`src/rtl/core/kts_pkg.sv`:
```
// Shared types, codes and constants of the keyed timing statistics table.
// No dependencies; every other file of the block refers to it by scoped names.
`default_nettype none

package kts_pkg;

  // Default table geometry
  localparam int KTS_NUM_SLOTS     = 32;
  localparam int KTS_HISTORY_DEPTH = 64;

  // Field widths
  localparam int KEY_W    = 16;
  localparam int SMP_W    = 32;
  localparam int SLOTF_W  = 5;
  localparam int BACK_W   = 6;
  localparam int CNT_F_W  = 32;
  localparam int TOT_W    = 48;
  localparam int STATUS_W = 2;

  // Saturation limits
  localparam logic [CNT_F_W-1:0] CNT_MAX = {CNT_F_W{1'b1}};
  localparam logic [TOT_W-1:0]   TOT_MAX = {TOT_W{1'b1}};

  // Request kinds
  localparam logic FUNC_RECORD  = 1'b0;
  localparam logic FUNC_READOUT = 1'b1;

  // Result status codes
  localparam logic [STATUS_W-1:0] STATUS_OK     = 2'd0;
  localparam logic [STATUS_W-1:0] STATUS_FULL   = 2'd1;
  localparam logic [STATUS_W-1:0] STATUS_UNUSED = 2'd2;

  // Per-slot statistics word
  typedef struct packed {
    logic [CNT_F_W-1:0] count;
    logic [TOT_W-1:0]   total;
    logic [SMP_W-1:0]   min_time;
    logic [SMP_W-1:0]   max_time;
  } stat_t;

  localparam int STAT_W = $bits(stat_t);

  // Key scan status from the key table to the sequencer
  typedef struct packed {
    logic done;
    logic hit;
  } scan_t;

  // Staged result, before the history sample joins it
  typedef struct packed {
    logic [STATUS_W-1:0] status;
    logic [SLOTF_W-1:0]  slot_used;
    logic                was_new;
    stat_t               stats;
    logic                hist_valid;
  } res_t;

  // Sequencer states
  typedef enum logic [2:0] {
    ST_IDLE,
    ST_SCAN,
    ST_UPD,
    ST_RSTAT,
    ST_FIN
  } state_t;

endpackage

`default_nettype wire

```
`src/rtl/core/kts_key_table.sv`:
```
// Key memory of the statistics table and its sequential key scan.
// Uses kts_pkg for widths and the scan status struct.
`default_nettype none

module kts_key_table #(
  parameter int NUM_SLOTS = kts_pkg::KTS_NUM_SLOTS,
  parameter int SLOT_W    = 1,
  parameter int CNT_W     = 1
) (
  input  wire                          clk,
  input  wire                          rst_n,
  input  wire                          start,
  input  wire  [kts_pkg::KEY_W-1:0]    key,
  input  wire  [CNT_W-1:0]             in_use,
  input  wire                          wr_en,
  input  wire  [SLOT_W-1:0]            wr_addr,
  input  wire  [kts_pkg::KEY_W-1:0]    wr_key,
  output kts_pkg::scan_t               scan,
  output logic [SLOT_W-1:0]            idx
);

  logic [kts_pkg::KEY_W-1:0] key_mem [NUM_SLOTS];
  logic [kts_pkg::KEY_W-1:0] key_rdata_r;
  logic                      scanning_r;
  logic [SLOT_W-1:0]         idx_r;
  logic [CNT_W-1:0]          idx_p1;
  logic [SLOT_W-1:0]         raddr;
  logic                      hit;
  logic                      last;

  // Compare the entry read last cycle; stop on a match or at the last slot in use
  assign idx_p1    = CNT_W'(idx_r) + CNT_W'(1);
  assign hit       = scanning_r && (key_rdata_r == key);
  assign last      = (idx_p1 == in_use);
  assign scan.done = scanning_r && (hit || last);
  assign scan.hit  = hit;
  assign idx       = idx_r;

  // Read slot 0 on start, then the slot after the one under compare
  assign raddr = start ? '0 : idx_p1[SLOT_W-1:0];

  // Scan control
  always_ff @(posedge clk) begin
    if (!rst_n) begin
      scanning_r <= 1'b0;
    end else if (start) begin
      scanning_r <= 1'b1;
    end else if (scan.done) begin
      scanning_r <= 1'b0;
    end
  end

  // Advance the slot under compare
  always_ff @(posedge clk) begin
    if (start) begin
      idx_r <= '0;
    end else if (scanning_r && !scan.done) begin
      idx_r <= idx_p1[SLOT_W-1:0];
    end
  end

  // Key memory: one write port, one registered read port
  always_ff @(posedge clk) begin
    if (wr_en) begin
      key_mem[wr_addr] <= wr_key;
    end
    key_rdata_r <= key_mem[raddr];
  end

endmodule

`default_nettype wire

```
`config.mk`:
```
export PLATFORM = sky130hd
export DESIGN_NAME = kts_key_table
export DESIGN_NICKNAME = d
export VERILOG_FILES = /design/src/rtl/core/kts_pkg.sv /design/src/rtl/core/kts_key_table.sv
export SDC_FILE = /design/constraint.sdc
export NUM_CORES = 1
export LEC_CHECK = 0
export BUFFER_PORTS_ARGS = -buffer_cell sky130_fd_sc_hd__buf_2
export CAP_MARGIN = 5
export CELL_PAD_IN_SITES_DETAIL_PLACEMENT = 1
export CELL_PAD_IN_SITES_GLOBAL_PLACEMENT = 1
export CORE_MARGIN = 2
export CORE_UTILIZATION = 25
export CTS_CLUSTER_DIAMETER = 30
export DETAILED_ROUTE_END_ITERATION = 6
export PLACE_DENSITY = 0.56
export SLEW_MARGIN = 20
export SYNTH_ARGS = -nofsm -noshare
export SYNTH_HDL_FRONTEND = slang
export SYNTH_SLANG_ARGS = --single-unit
```
`constraint.sdc`:
```
create_clock -name clk -period 1.9 [get_ports clk]
set_input_delay 0.095 -clock clk [delete_from_list [all_inputs] [get_ports clk]]
set_output_delay 0.095 -clock clk [all_outputs]
set_load 0.1 [all_outputs]
```
* Word-level counts from Yosys, hierarchy flattened
Memory sizes are Yosys's and may differ from the RTL's. A register that Yosys moved wholly into a read port is not among the register bits. Cells that the tools add are included.
Word-level totals: bits in writable memories 512, register bits 2, output and inout port bits 3, logic and storage cells 17, memories 1
Cells by class: multiplexer cells 5, reduce and logical (&&, ||, !) cells 6, add/sub/neg operators 1, equal/unequal tests 2
Memory list:
- key_mem | words 32, width 16, read ports 1, clocked after Yosys merged registers in 1, wr ports 1, RTL line kts_key_table.sv:22 | logic [kts_pkg::KEY_W-1:0] key_mem [NUM_SLOTS];
Operator list (count):
- $eq A16 B16 Y1 | 1
- $mux W1 | 5
- $logic_and A1 B1 Y1 | 3
- $reduce_bool A2 Y1 | 1
- $add A1 B1 Y1 const B | 1
- $eq A1 B1 Y1 | 1
- $logic_not A1 Y1 | 1
- $logic_or A1 B1 Y1 | 1

* Logic depth before layout (Yosys ltp)
word-level depth 6, mapped depth 5, depth with buffers taken out 5

* Least setup slack after synthesis
Ideal clock, no wire load.
kind register to output, start reg idx_r (netlist: idx), end out scan[1] (netlist name), stages on the path, launching flop included 3, slack -0.154 ns, arrival 1.959 ns, required time 1.805 ns, cells stage by stage dfxtp_1 > xor2_1 > o21a_1
RTL lines:
- start, declared | RTL line kts_key_table.sv:25 | logic [SLOT_W-1:0] idx_r;
- start signal, assigned | RTL line kts_key_table.sv:58 | idx_r <= idx_p1[SLOT_W-1:0];
- end, declared | RTL line kts_key_table.sv:18 | output kts_pkg::scan_t scan,

==> results.yml <==
worst_setup_path:
  cp_top_family: "simple AND/OR/NAND/NOR gates"
  crit_buf_inv: 1
  worstPathRequired_ns: 1.80
  critPathLaunchType: "flop"
  cp-end-kind: "output pin"
  worstSetupPathType: "reg2out"
  worstPathCellList: "xor2_1, nor4_2, nand4_1, nor2_1, o21a_1, buf_12"
  worst_path_largest_cell_delay_ns: 0.34
  cp_slowest_cell: "nor4_2"
  worstPathMaxFanout: 2
  cp.arrival_ns: 1.79
route:
  drc: 0
  drtAntennaViolNets: 0
  drt-wirelength-per-cell_um: 12.43
  dr_total_vias: 1040
  drt_first_pass_iters: 2
  routed_wl_um: 3332
  drt-initial-drc-count: 34
  vias_per_cell: 3.881
floorplanning:
  ioPinCount: 41
  die_h_um: 88.24
  die_area_um2: 7786
  coreArea_um2: 6832
  initial_utilization_pct: 25.97
  fp.dieW_um: 88.24
  rows: 30
synth:
  syn_area_um2: 1774
  syn_inst: 103
  avgSynthCellArea_um2: 17.23
  yosys_warnings: 0
  synth-seq-area-share_pct: 74.47
  synth-seq-cells: 50
  syn_nets: 141
  ys_types: 18
timing:
  fin_skew_ns: 0.005244
  finalHoldViolCount: 0
  maxSlewHeadroom_pct: 67.75
  tightest_slew_ns: 0.4871
  fin_setup_tns_ns: 0
  rsz0062_at_grt: "yes"
  fin_crit_ns: 1.887
  clock.fmax_mhz: 529.9
  min_period_over_period_pct: 99.32
  hold_slack_ns: 0.01329
  setup_viol: 0
  fin_ws_ns: 0.01286
  drv_slew: 0
clock_tree:
  clk_pin_slew_ns: 0.09
  cts-buffers-inserted: 5
  numClockSinks: 50
  clock_latency_ns: 0.29
  h-tree-depth: 2
  clk_path_buf_depth: 2
  clock-root-buffer: "clkbuf_8"
  cts_tree: "done"
run:
  drv_cap: 0
global_route:
  grt_pass1_wl_um: 5271
  grt_usage_pct: 9.244
  grt_pass1_vias: 1140
  grt_antenna_before_repair: 0
  grt_max_degree: 17
  overflow: 0
placed_design:
  io_buffers: 40
  gp_congestion: 0.6892
  dp.final_hpwl_um: 2310
  dp_slack_ns: 0.08069
layout:
  final_util_pct: 35.95
  drive_gt1_share_pct: 43.60
  synthToLayoutAreaGrowth_pct: 38.43
  antennaDiodeCount: 0
  nets: 209
min_path:
  hold_path_class: "in2reg"
status:
  outcome: "completed"
pwr:
  power_uw: 2180
  vdd_drop_max_mv: 0.4091
  powerDensity_nw_per_um2: 887.6
  power.leakage_uw: 0.0009489
## final cells by class
class	instances	area [um2]
inverter	1	3.754
multi-input combinational	50	460.4
clock buffer	6	93.84
clock inverter	2	10.01
tap	96	120.1
fill	735	4375
timing repair buffer	63	445.4
sequential	50	1323
## worst register-to-register path, delay by kind of cell, from the launching register on
kind	cells	cell delay (ns)
buffers and inverters	2	0.30
XOR/XNOR	1	0.14
AND/OR/NAND/NOR	2	0.53
AO/OA/AOI/OAI	2	0.40
flip-flops	1	0.31
## synth_stat cells
library cell	instances	area, um2
dfxtp_1	18	360.4
mux2_2	16	180.2
o21a_1	3	22.52
nor3_1	1	5.000
edfxtp_1	32	960.9
nand4_1	1	6.260
buf_4	1	7.510
nor2b_1	2	12.51
nor2_1	2	7.510
a211oi_1	1	7.510
o211a_1	1	10.01
o21ai_0	1	5.000
buf_2	1	5.000
and2_1	1	6.260
nand2b_1	1	6.260
nor4_1	3	18.77
inv_1	1	3.750
xor2_1	17	148.9
## registers in the layout, summed over array words and instances (netlist names)
| signal | flops |
|---|---|
| idx | 1 |
| key_mem | 32 |
| key_rdata_r | 16 |
| scanning_r | 1 |
## layout by cell type (no fill, tap or decap)
cell type / n
buf_2: 38
edfxtp_1: 32
xor2_1: 17
dlygate4sd3_1: 17
dfxtp_1: 17
mux2_2: 16
buf_4: 6
clkbuf_8: 5
nor4_2: 3
o21a_1: 3
nor2_1: 2
nor2b_1: 2
clkinv_2: 2
buf_12: 2
and2_1: 1
nor3_1: 1
nand4_1: 1
nand2b_1: 1
inv_1: 1
o21ai_0: 1
o211a_1: 1
a211oi_2: 1
clkbuf_16: 1
dfxtp_2: 1
## report_power, final
part           internal, uW  switching [uW]  leakage [uW]
Combinational           129             117      0.000440
Clock                   334             323     0.0000561
Sequential             1250            29.7      0.000452
Total                  1710             471      0.000949
## cell families after synthesis
| family | synth area share (%) |
|---|---|
| and+or+nand+nor | 3.527 |
| DFF | 74.47 |
| AOI/OAI and AO/OA | 2.539 |
| muxes | 10.15 |
| xor gates and xnor gates | 8.392 |
| buffers and inverters | 0.9165 |
## final timing paths
path | endpoint | from | slack (ns) | cells after the start
max | scan[1] | key_rdata_r[0] | 0.01 | 6
min | scanning_r | rst_n | 0.01 | 2
max reg2reg | idx | key_rdata_r[0] | 0.14 | 7
min reg2reg | key_rdata_r[14] | key_mem[1][14] | 0.47 | 1
## through the flow
stage / instances / area (um2)
after floorplan: 103 / 1775
after global placement: 241 / 2143
after detailed placement: 241 / 2143
after CTS: 268 / 2445
after global routing: 268 / 2456
final: 268 / 2456
## per-layer routing
| layer | share of wire [%] | up-vias | GRT usage, % |
|---|---|---|---|
| met4 | 1.3 | 0 | 3.719 |
| met5 | 0 | - | 0 |
| li1 | - | 509 | - |
| met2 | 50 | 33 | 15.72 |
| met3 | 5.8 | 4 | 3.358 |
| met1 | 43 | 494 | 10.60 |
## what timing repair did
item / in CTS / in global routing
resized for setup: 2 / 2
hold buffers: 17 / 0
endpoints found under the hold margin: 31 / 0
buffers inserted: 2 / 0
pin swaps: 4 / 0
setup endpoints to repair: 2 / 3
(Power assumes the default switching activity.)
