--- src/rtl/core/kts_pkg.sv ---
// Shared types, codes and constants of the keyed timing statistics table.
// No dependencies; every other file of the block refers to it by scoped names.
`default_nettype none

package kts_pkg;

  // Default table geometry
  localparam int KTS_NUM_SLOTS     = 32;
  localparam int KTS_HISTORY_DEPTH = 64;

  // Field widths
  localparam int KEY_W    = 16;
  localparam int SMP_W    = 32;
  localparam int SLOTF_W  = 5;
  localparam int BACK_W   = 6;
  localparam int CNT_F_W  = 32;
  localparam int TOT_W    = 48;
  localparam int STATUS_W = 2;

  // Saturation limits
  localparam logic [CNT_F_W-1:0] CNT_MAX = {CNT_F_W{1'b1}};
  localparam logic [TOT_W-1:0]   TOT_MAX = {TOT_W{1'b1}};

  // Request kinds
  localparam logic FUNC_RECORD  = 1'b0;
  localparam logic FUNC_READOUT = 1'b1;

  // Result status codes
  localparam logic [STATUS_W-1:0] STATUS_OK     = 2'd0;
  localparam logic [STATUS_W-1:0] STATUS_FULL   = 2'd1;
  localparam logic [STATUS_W-1:0] STATUS_UNUSED = 2'd2;

  // Per-slot statistics word
  typedef struct packed {
    logic [CNT_F_W-1:0] count;
    logic [TOT_W-1:0]   total;
    logic [SMP_W-1:0]   min_time;
    logic [SMP_W-1:0]   max_time;
  } stat_t;

  localparam int STAT_W = $bits(stat_t);

  // Key scan status from the key table to the sequencer
  typedef struct packed {
    logic done;
    logic hit;
  } scan_t;

  // Staged result, before the history sample joins it
  typedef struct packed {
    logic [STATUS_W-1:0] status;
    logic [SLOTF_W-1:0]  slot_used;
    logic                was_new;
    stat_t               stats;
    logic                hist_valid;
  } res_t;

  // Sequencer states
  typedef enum logic [2:0] {
    ST_IDLE,
    ST_SCAN,
    ST_UPD,
    ST_RSTAT,
    ST_FIN
  } state_t;

endpackage

`default_nettype wire

--- src/rtl/core/kts_slot_stats.sv ---
// Per-slot statistics memory with its read-modify-write update logic.
// Uses kts_pkg for the statistics word and saturation limits.
`default_nettype none

module kts_slot_stats #(
  parameter int NUM_SLOTS     = kts_pkg::KTS_NUM_SLOTS,
  parameter int HISTORY_DEPTH = kts_pkg::KTS_HISTORY_DEPTH,
  parameter int SLOT_W        = 1,
  parameter int HP_W          = 1
) (
  input  wire                          clk,
  input  wire                          rd_en,
  input  wire  [SLOT_W-1:0]            rd_addr,
  input  wire                          fresh,
  input  wire  [kts_pkg::SMP_W-1:0]    sample,
  input  wire                          wr_en,
  input  wire  [SLOT_W-1:0]            wr_addr,
  output kts_pkg::stat_t               cur,
  output logic [HP_W-1:0]              cur_ptr,
  output kts_pkg::stat_t               nxt,
  output logic                         cnt_sat
);

  localparam int WORD_W = HP_W + kts_pkg::STAT_W;

  logic [WORD_W-1:0]            stat_mem [NUM_SLOTS];
  logic [WORD_W-1:0]            rdata_r;
  logic [HP_W-1:0]              nxt_ptr;
  logic [kts_pkg::TOT_W:0]      sum;

  // A freshly allocated slot starts from all zeros
  always_comb begin
    if (fresh) begin
      cur     = '0;
      cur_ptr = '0;
    end else begin
      cur     = rdata_r[kts_pkg::STAT_W-1:0];
      cur_ptr = rdata_r[WORD_W-1:kts_pkg::STAT_W];
    end
  end

  // Fold the sample in: saturating total and count, ring pointer, min and max
  assign sum     = {1'b0, cur.total} + (kts_pkg::TOT_W + 1)'(sample);
  assign cnt_sat = (cur.count == kts_pkg::CNT_MAX);

  always_comb begin
    nxt       = cur;
    nxt_ptr   = cur_ptr;
    nxt.total = sum[kts_pkg::TOT_W] ? kts_pkg::TOT_MAX : sum[kts_pkg::TOT_W-1:0];
    if (!cnt_sat) begin
      nxt.count = cur.count + kts_pkg::CNT_F_W'(1);
      if (cur_ptr == HP_W'(HISTORY_DEPTH - 1)) begin
        nxt_ptr = '0;
      end else begin
        nxt_ptr = cur_ptr + HP_W'(1);
      end
    end
    if ((sample != '0) && ((cur.min_time == '0) || (cur.min_time > sample))) begin
      nxt.min_time = sample;
    end
    if (cur.max_time < sample) begin
      nxt.max_time = sample;
    end
  end

  // Statistics memory: write back the updated word, registered read
  always_ff @(posedge clk) begin
    if (wr_en) begin
      stat_mem[wr_addr] <= {nxt_ptr, nxt};
    end
    if (rd_en) begin
      rdata_r <= stat_mem[rd_addr];
    end
  end

endmodule

`default_nettype wire

--- config.mk ---
export PLATFORM = sky130hd
export DESIGN_NAME = kts_slot_stats
export DESIGN_NICKNAME = d
export VERILOG_FILES = /design/src/rtl/core/kts_pkg.sv /design/src/rtl/core/kts_slot_stats.sv
export SDC_FILE = /design/constraint.sdc
export NUM_CORES = 1
export LEC_CHECK = 0
export ABC_AREA = 1
export BUFFER_PORTS_ARGS = -buffer_cell sky130_fd_sc_hd__buf_4
export CORE_MARGIN = 5
export CORE_UTILIZATION = 53
export DETAILED_ROUTE_END_ITERATION = 16
export PLACE_DENSITY = 0.75
export RECOVER_POWER = 50
export SYNTH_ARGS = -nofsm -noshare
export SYNTH_HDL_FRONTEND = slang
export SYNTH_MEMORY_MAX_BITS = 65536
export SYNTH_SLANG_ARGS = --single-unit
--- constraint.sdc ---
create_clock -name clk -period 19.37 [get_ports clk]
set_input_delay 0 -clock clk [delete_from_list [all_inputs] [get_ports clk]]
set_output_delay 0 -clock clk [all_outputs]
set_load 0.03 [all_outputs]
Word level (Yosys, flattened, before mapping). Memory sizes are Yosys's and may differ from the RTL's. A register that Yosys moved wholly into a read port is not among the register bits. Index checks and enable logic that the tools add are counted.

$add $sub $neg: 3. Magnitude comparators: 2. Eq/ne operators: 1. Multiplexer cells: 10. Reduce and logical (&&, ||, !) cells: 4.

Operators with widths (count): $mux 144 (1); $mux 32 (3); $add 48x32->49 (1); $mux 48 (1); $add 32x1->32 const B (1); $eq 32x32->1 const B (1); $gt 32x32->1 (1); $logic_not 32->1 (1); $lt 32x32->1 (1); $reduce_bool 32->1 (1); $mux 1 (5); $add 1x1->1 const B (1); $logic_and 1x1->1 (1); $logic_or 1x1->1 (1).

Bits in registers: 0. RAM bits: 4640. Input bits: 38. Output and inout bits: 290. Word-level logic and storage cells: 21. Memories: 1.

Memories: stat_mem (depth 32, bits a word 145, read ports 1, clocked after Yosys merged registers in 1, write ports 1, line kts_slot_stats.sv:26) `logic [WORD_W-1:0] stat_mem [NUM_SLOTS];`.

Logic depth before layout (Yosys ltp).
Word-level depth: 5. Depth in mapped cells: 22. Depth with buffers taken out: 20.

Least setup slack after synthesis. Ideal clock, no wire load.

Path kind: input port to flip-flop. From: in wr_en. To: mem stat_mem[0][0] in the netlist's numbering (enable). Setup time: 0.655 ns. Data arrival time: 6.103 ns. Required time: 18.715 ns. Path slack: 12.612 ns. Stages: 2. Buffers on the path: 0. Path through: inv_1 -> nor2_1.

Word-level cells in the longest chain between the ends: 2.

Ends and longest elaborated chain: start, declared (line kts_slot_stats.sv:16) `input wire wr_en,`; $mux 1 (line kts_slot_stats.sv:68) `if (wr_en) begin`; $mux 1 (implied by the code) (line kts_slot_stats.sv:69) `stat_mem[wr_addr] <= {nxt_ptr, nxt};`; end, declared (line kts_slot_stats.sv:26).

Every way passes these cells.

==> flow_metrics.env <==
export IMPL_wl_per_cell_um=23.19
export IMPL_antenna_found_initial=0
export IMPL_finalCritPeriodShare_pct=38.99
export IMPL_finClkSkew_ns=0.02276
export IMPL_drtIter0Drc=1753
export IMPL_max_freq_ghz=0.1324
export IMPL_place_congestion=0.9728
export IMPL_clk_pin_slew_ns=0.07
export IMPL_clock_sinks=435
export IMPL_outcome="complete, but fails checks"
export IMPL_regToRegSetupSlack_ns=15.46
export IMPL_rows=75
export IMPL_grt_usage_pct=29.75
export IMPL_r2r_cells=14
export IMPL_die_w_um=217.1
export IMPL_final_nets=2677
export IMPL_drv_slew=639
export IMPL_hold_class="primary input to register"
export IMPL_core_um2=42130
export IMPL_rsz0062_at_grt="no"
export IMPL_io_pins=328
export IMPL_clk_latency_ns=0.60
export IMPL_cts_buffer_depth=3
export IMPL_crit_start="fresh"
export IMPL_dieArea_um2=47110
export IMPL_finalSetupViolations=0
export IMPL_dr_pass1_iters=5
export IMPL_synth_edf_count=435
export IMPL_power_density_nw_per_um2=92.41
export IMPL_hold_violations=0
export IMPL_routed_wl_mm=72.20
export IMPL_path_class="primary input to primary output"
export IMPL_end_kind="primary output"
export IMPL_initial_utilization_pct=53.93
export IMPL_fp_dieH_um=217.1
export IMPL_hold_slack_ns=0.4192
export IMPL_port_buffers=327
export IMPL_num_vias=17774
export IMPL_antenna_left=0
export IMPL_crit_end="nxt[48]"
export IMPL_overflow=0
export IMPL_yosysWarnings=0
export IMPL_critPathMaxFanout=72
export IMPL_startpoint_type="primary input"
export IMPL_grt_pass1_vias=17421
export IMPL_areaGrowthSynthToFinish_pct=19.30
export IMPL_syn_nets=2317
export IMPL_drive_above_1_share_pct=20.67
export IMPL_syn_area_um2=22720
export IMPL_r2r_start="rdata_r[63]$_DFFE_PP_"
export IMPL_postLayoutCoreUtil_pct=64.33
export IMPL_synthCells=2182
export IMPL_antenna_cells=0
export IMPL_avgSynthCellArea_um2=10.41
export IMPL_max_cap_violations=8
export IMPL_grt_max_degree=146
export IMPL_grt_pass1_wl_mm=107.0
export IMPL_setup_tns_ns=0
export IMPL_viasPerCell=5.710
export IMPL_cts_resized=0
export IMPL_h_tree_depth=2
export IMPL_synth_distinct_cells=45
export IMPL_slew_headroom_pct=-514.8
export IMPL_violations="max-capacitance violations, max-slew violations"
export IMPL_route_detailed_drc=0
export IMPL_p_leak_uw=0.01180
export IMPL_ys_seq_elements=435
export IMPL_finalCriticalPeriod_ns=7.552
export IMPL_dp_hpwl_mm=53.02
export IMPL_ys_async_sr_fraction_pct=0
export IMPL_tightest_slew_ns=9.222
export IMPL_cts_tree="done"
export IMPL_vdd_drop_max_v=0.00009517
export IMPL_ys_seq_area_share_pct=57.49
export IMPL_cp_arrival_ns=7.55
export IMPL_synth_top_flop_cell="edfxtp_1"
export IMPL_cts_buffers=46
export IMPL_cp_required_ns=19.37
export IMPL_cts_root_buf="clkbuf_16"
export IMPL_r2r_end="stat_mem[0][48]$_DFFE_PP_"
cell usage after synthesis, types with 25 or more instances:
master    instances  area share [%]
inv_1           286             4.7
ha_1             96             5.3
nand2_1         447             7.4
nor2_1          225             3.7
a21oi_1          70             1.5
nand3_1         173             3.8
nor3_1           25            0.55
nand4_1          25            0.69
clkbuf_1         26            0.43
mux2_2          145             7.2
edfxtp_1        435              57
o21ai_0          43            0.95
area by class of cell:
class | instances | area (um^2)
flip-flops and latches | 435 | 13060
clock buffers | 58 | 1217
multi-input cells | 1401 | 8278
clock inverters | 22 | 190.2
inverters | 290 | 1092
well taps | 539 | 674.4
repair buffers | 368 | 2591
fillers | 3328 | 15030
critical path, cell delays in order:
cell and delay (ns):
clkbuf_1 0.84, clkbuf_1 2.67, nor2_1 0.68, ha_1 0.55
nand2_1 0.06, nor2_1 0.10, nand2_1 0.09, nor4_1 0.31
nand2_1 0.09, nand2_1 0.06, nand2_1 0.06, nand2_2 0.44
nand2_1 0.88, nand2_1 0.27, nand2_1 0.12, buf_4 0.19
layout by cell type, fill, tap and decap left out, types with 3 or more instances in the layout:
cell	netlist	layout
inv_2	3	3
mux2_1	0	6
nand2_2	8	8
o21ai_0	43	43
xor2_1	24	24
nor2_2	16	10
ha_1	96	96
inv_6	0	3
nor3_2	6	6
clkinv_4	0	3
inv_1	286	285
nor4_1	15	15
nand3_1	173	173
o21ai_1	3	3
nand4_1	25	25
clkbuf_1	26	78
nor2_4	10	11
nand2_1	447	447
clkinv_1	0	10
buf_4	1	269
clkbuf_16	0	47
dlygate4sd3_1	0	32
mux2_2	145	139
o21bai_1	10	10
o21a_1	4	4
nor2_1	225	230
or2_2	19	19
xnor2_1	13	13
a21oi_1	70	70
a21o_1	5	5
nor3_1	25	25
edfxtp_1	435	435
flip-flops by register name, summed over array words and instances, names as in the netlist:
name / count
rdata_r: 145
stat_mem: 290
how the worst min path moves through the flow:
stage,startpoint,end,slack (ns),depth (start not counted)
detailed placement,sample[29],stat_mem[1][29]$_DFFE_PP_,0.45,3
floorplan,rd_en,rdata_r[0]$_DFFE_PP_,0.11,0
CTS,rd_en,rdata_r[69]$_DFFE_PP_,0.03,1
global route,sample[26],stat_mem[0][26]$_DFFE_PP_,0.43,4
global placement,sample[29],stat_mem[0][29]$_DFFE_PP_,0.44,3
finish,sample[26],stat_mem[0][26]$_DFFE_PP_,0.42,4
layer usage:
metal  share of wire (%)  vias to the layer above  track usage (%)
met5                   0                        -                0
met4                 3.8                        0            10.47
met3                 8.3                      136            4.322
met2                  47                      874            48.60
met1                  41                     8601            41.16
li1                    -                     8163                -
metrics by stage:
step	area, um^2	cells	setup WS (ns)	power (uW)
2_1_floorplan	22720	2182	12.61	1468
3_3_place_gp	25670	3001	15.05	1658
3_5_place_dp	25670	3001	14.94	1667
4_1_cts	27400	3113	15.03	2510
5_1_grt	27110	3113	11.27	2598
6_report	27110	3113	11.82	2505
what timing repair did:
item                                   CTS  global route
endpoints found under the hold margin  132             0
setup buffers                            0             0
hold buffers                            32             0
power by group:
part	total (uW)	internal [uW]	switching, uW	leakage [uW]
sequential	1140	1130	16.1	0.00419
clock	841	473	368	0.000676
combinational	520	159	361	0.00693
cell families after synthesis:
| group | synth area share, % |
|---|---|
| simple gates | 18.97 |
| flops | 57.49 |
| buf+inv | 6.112 |
| mux | 7.186 |
| compound gates | 3.442 |
| fa+ha+maj | 5.374 |
| xor+xnor | 1.426 |
Note: power is estimated with default switching activity, not from simulation.
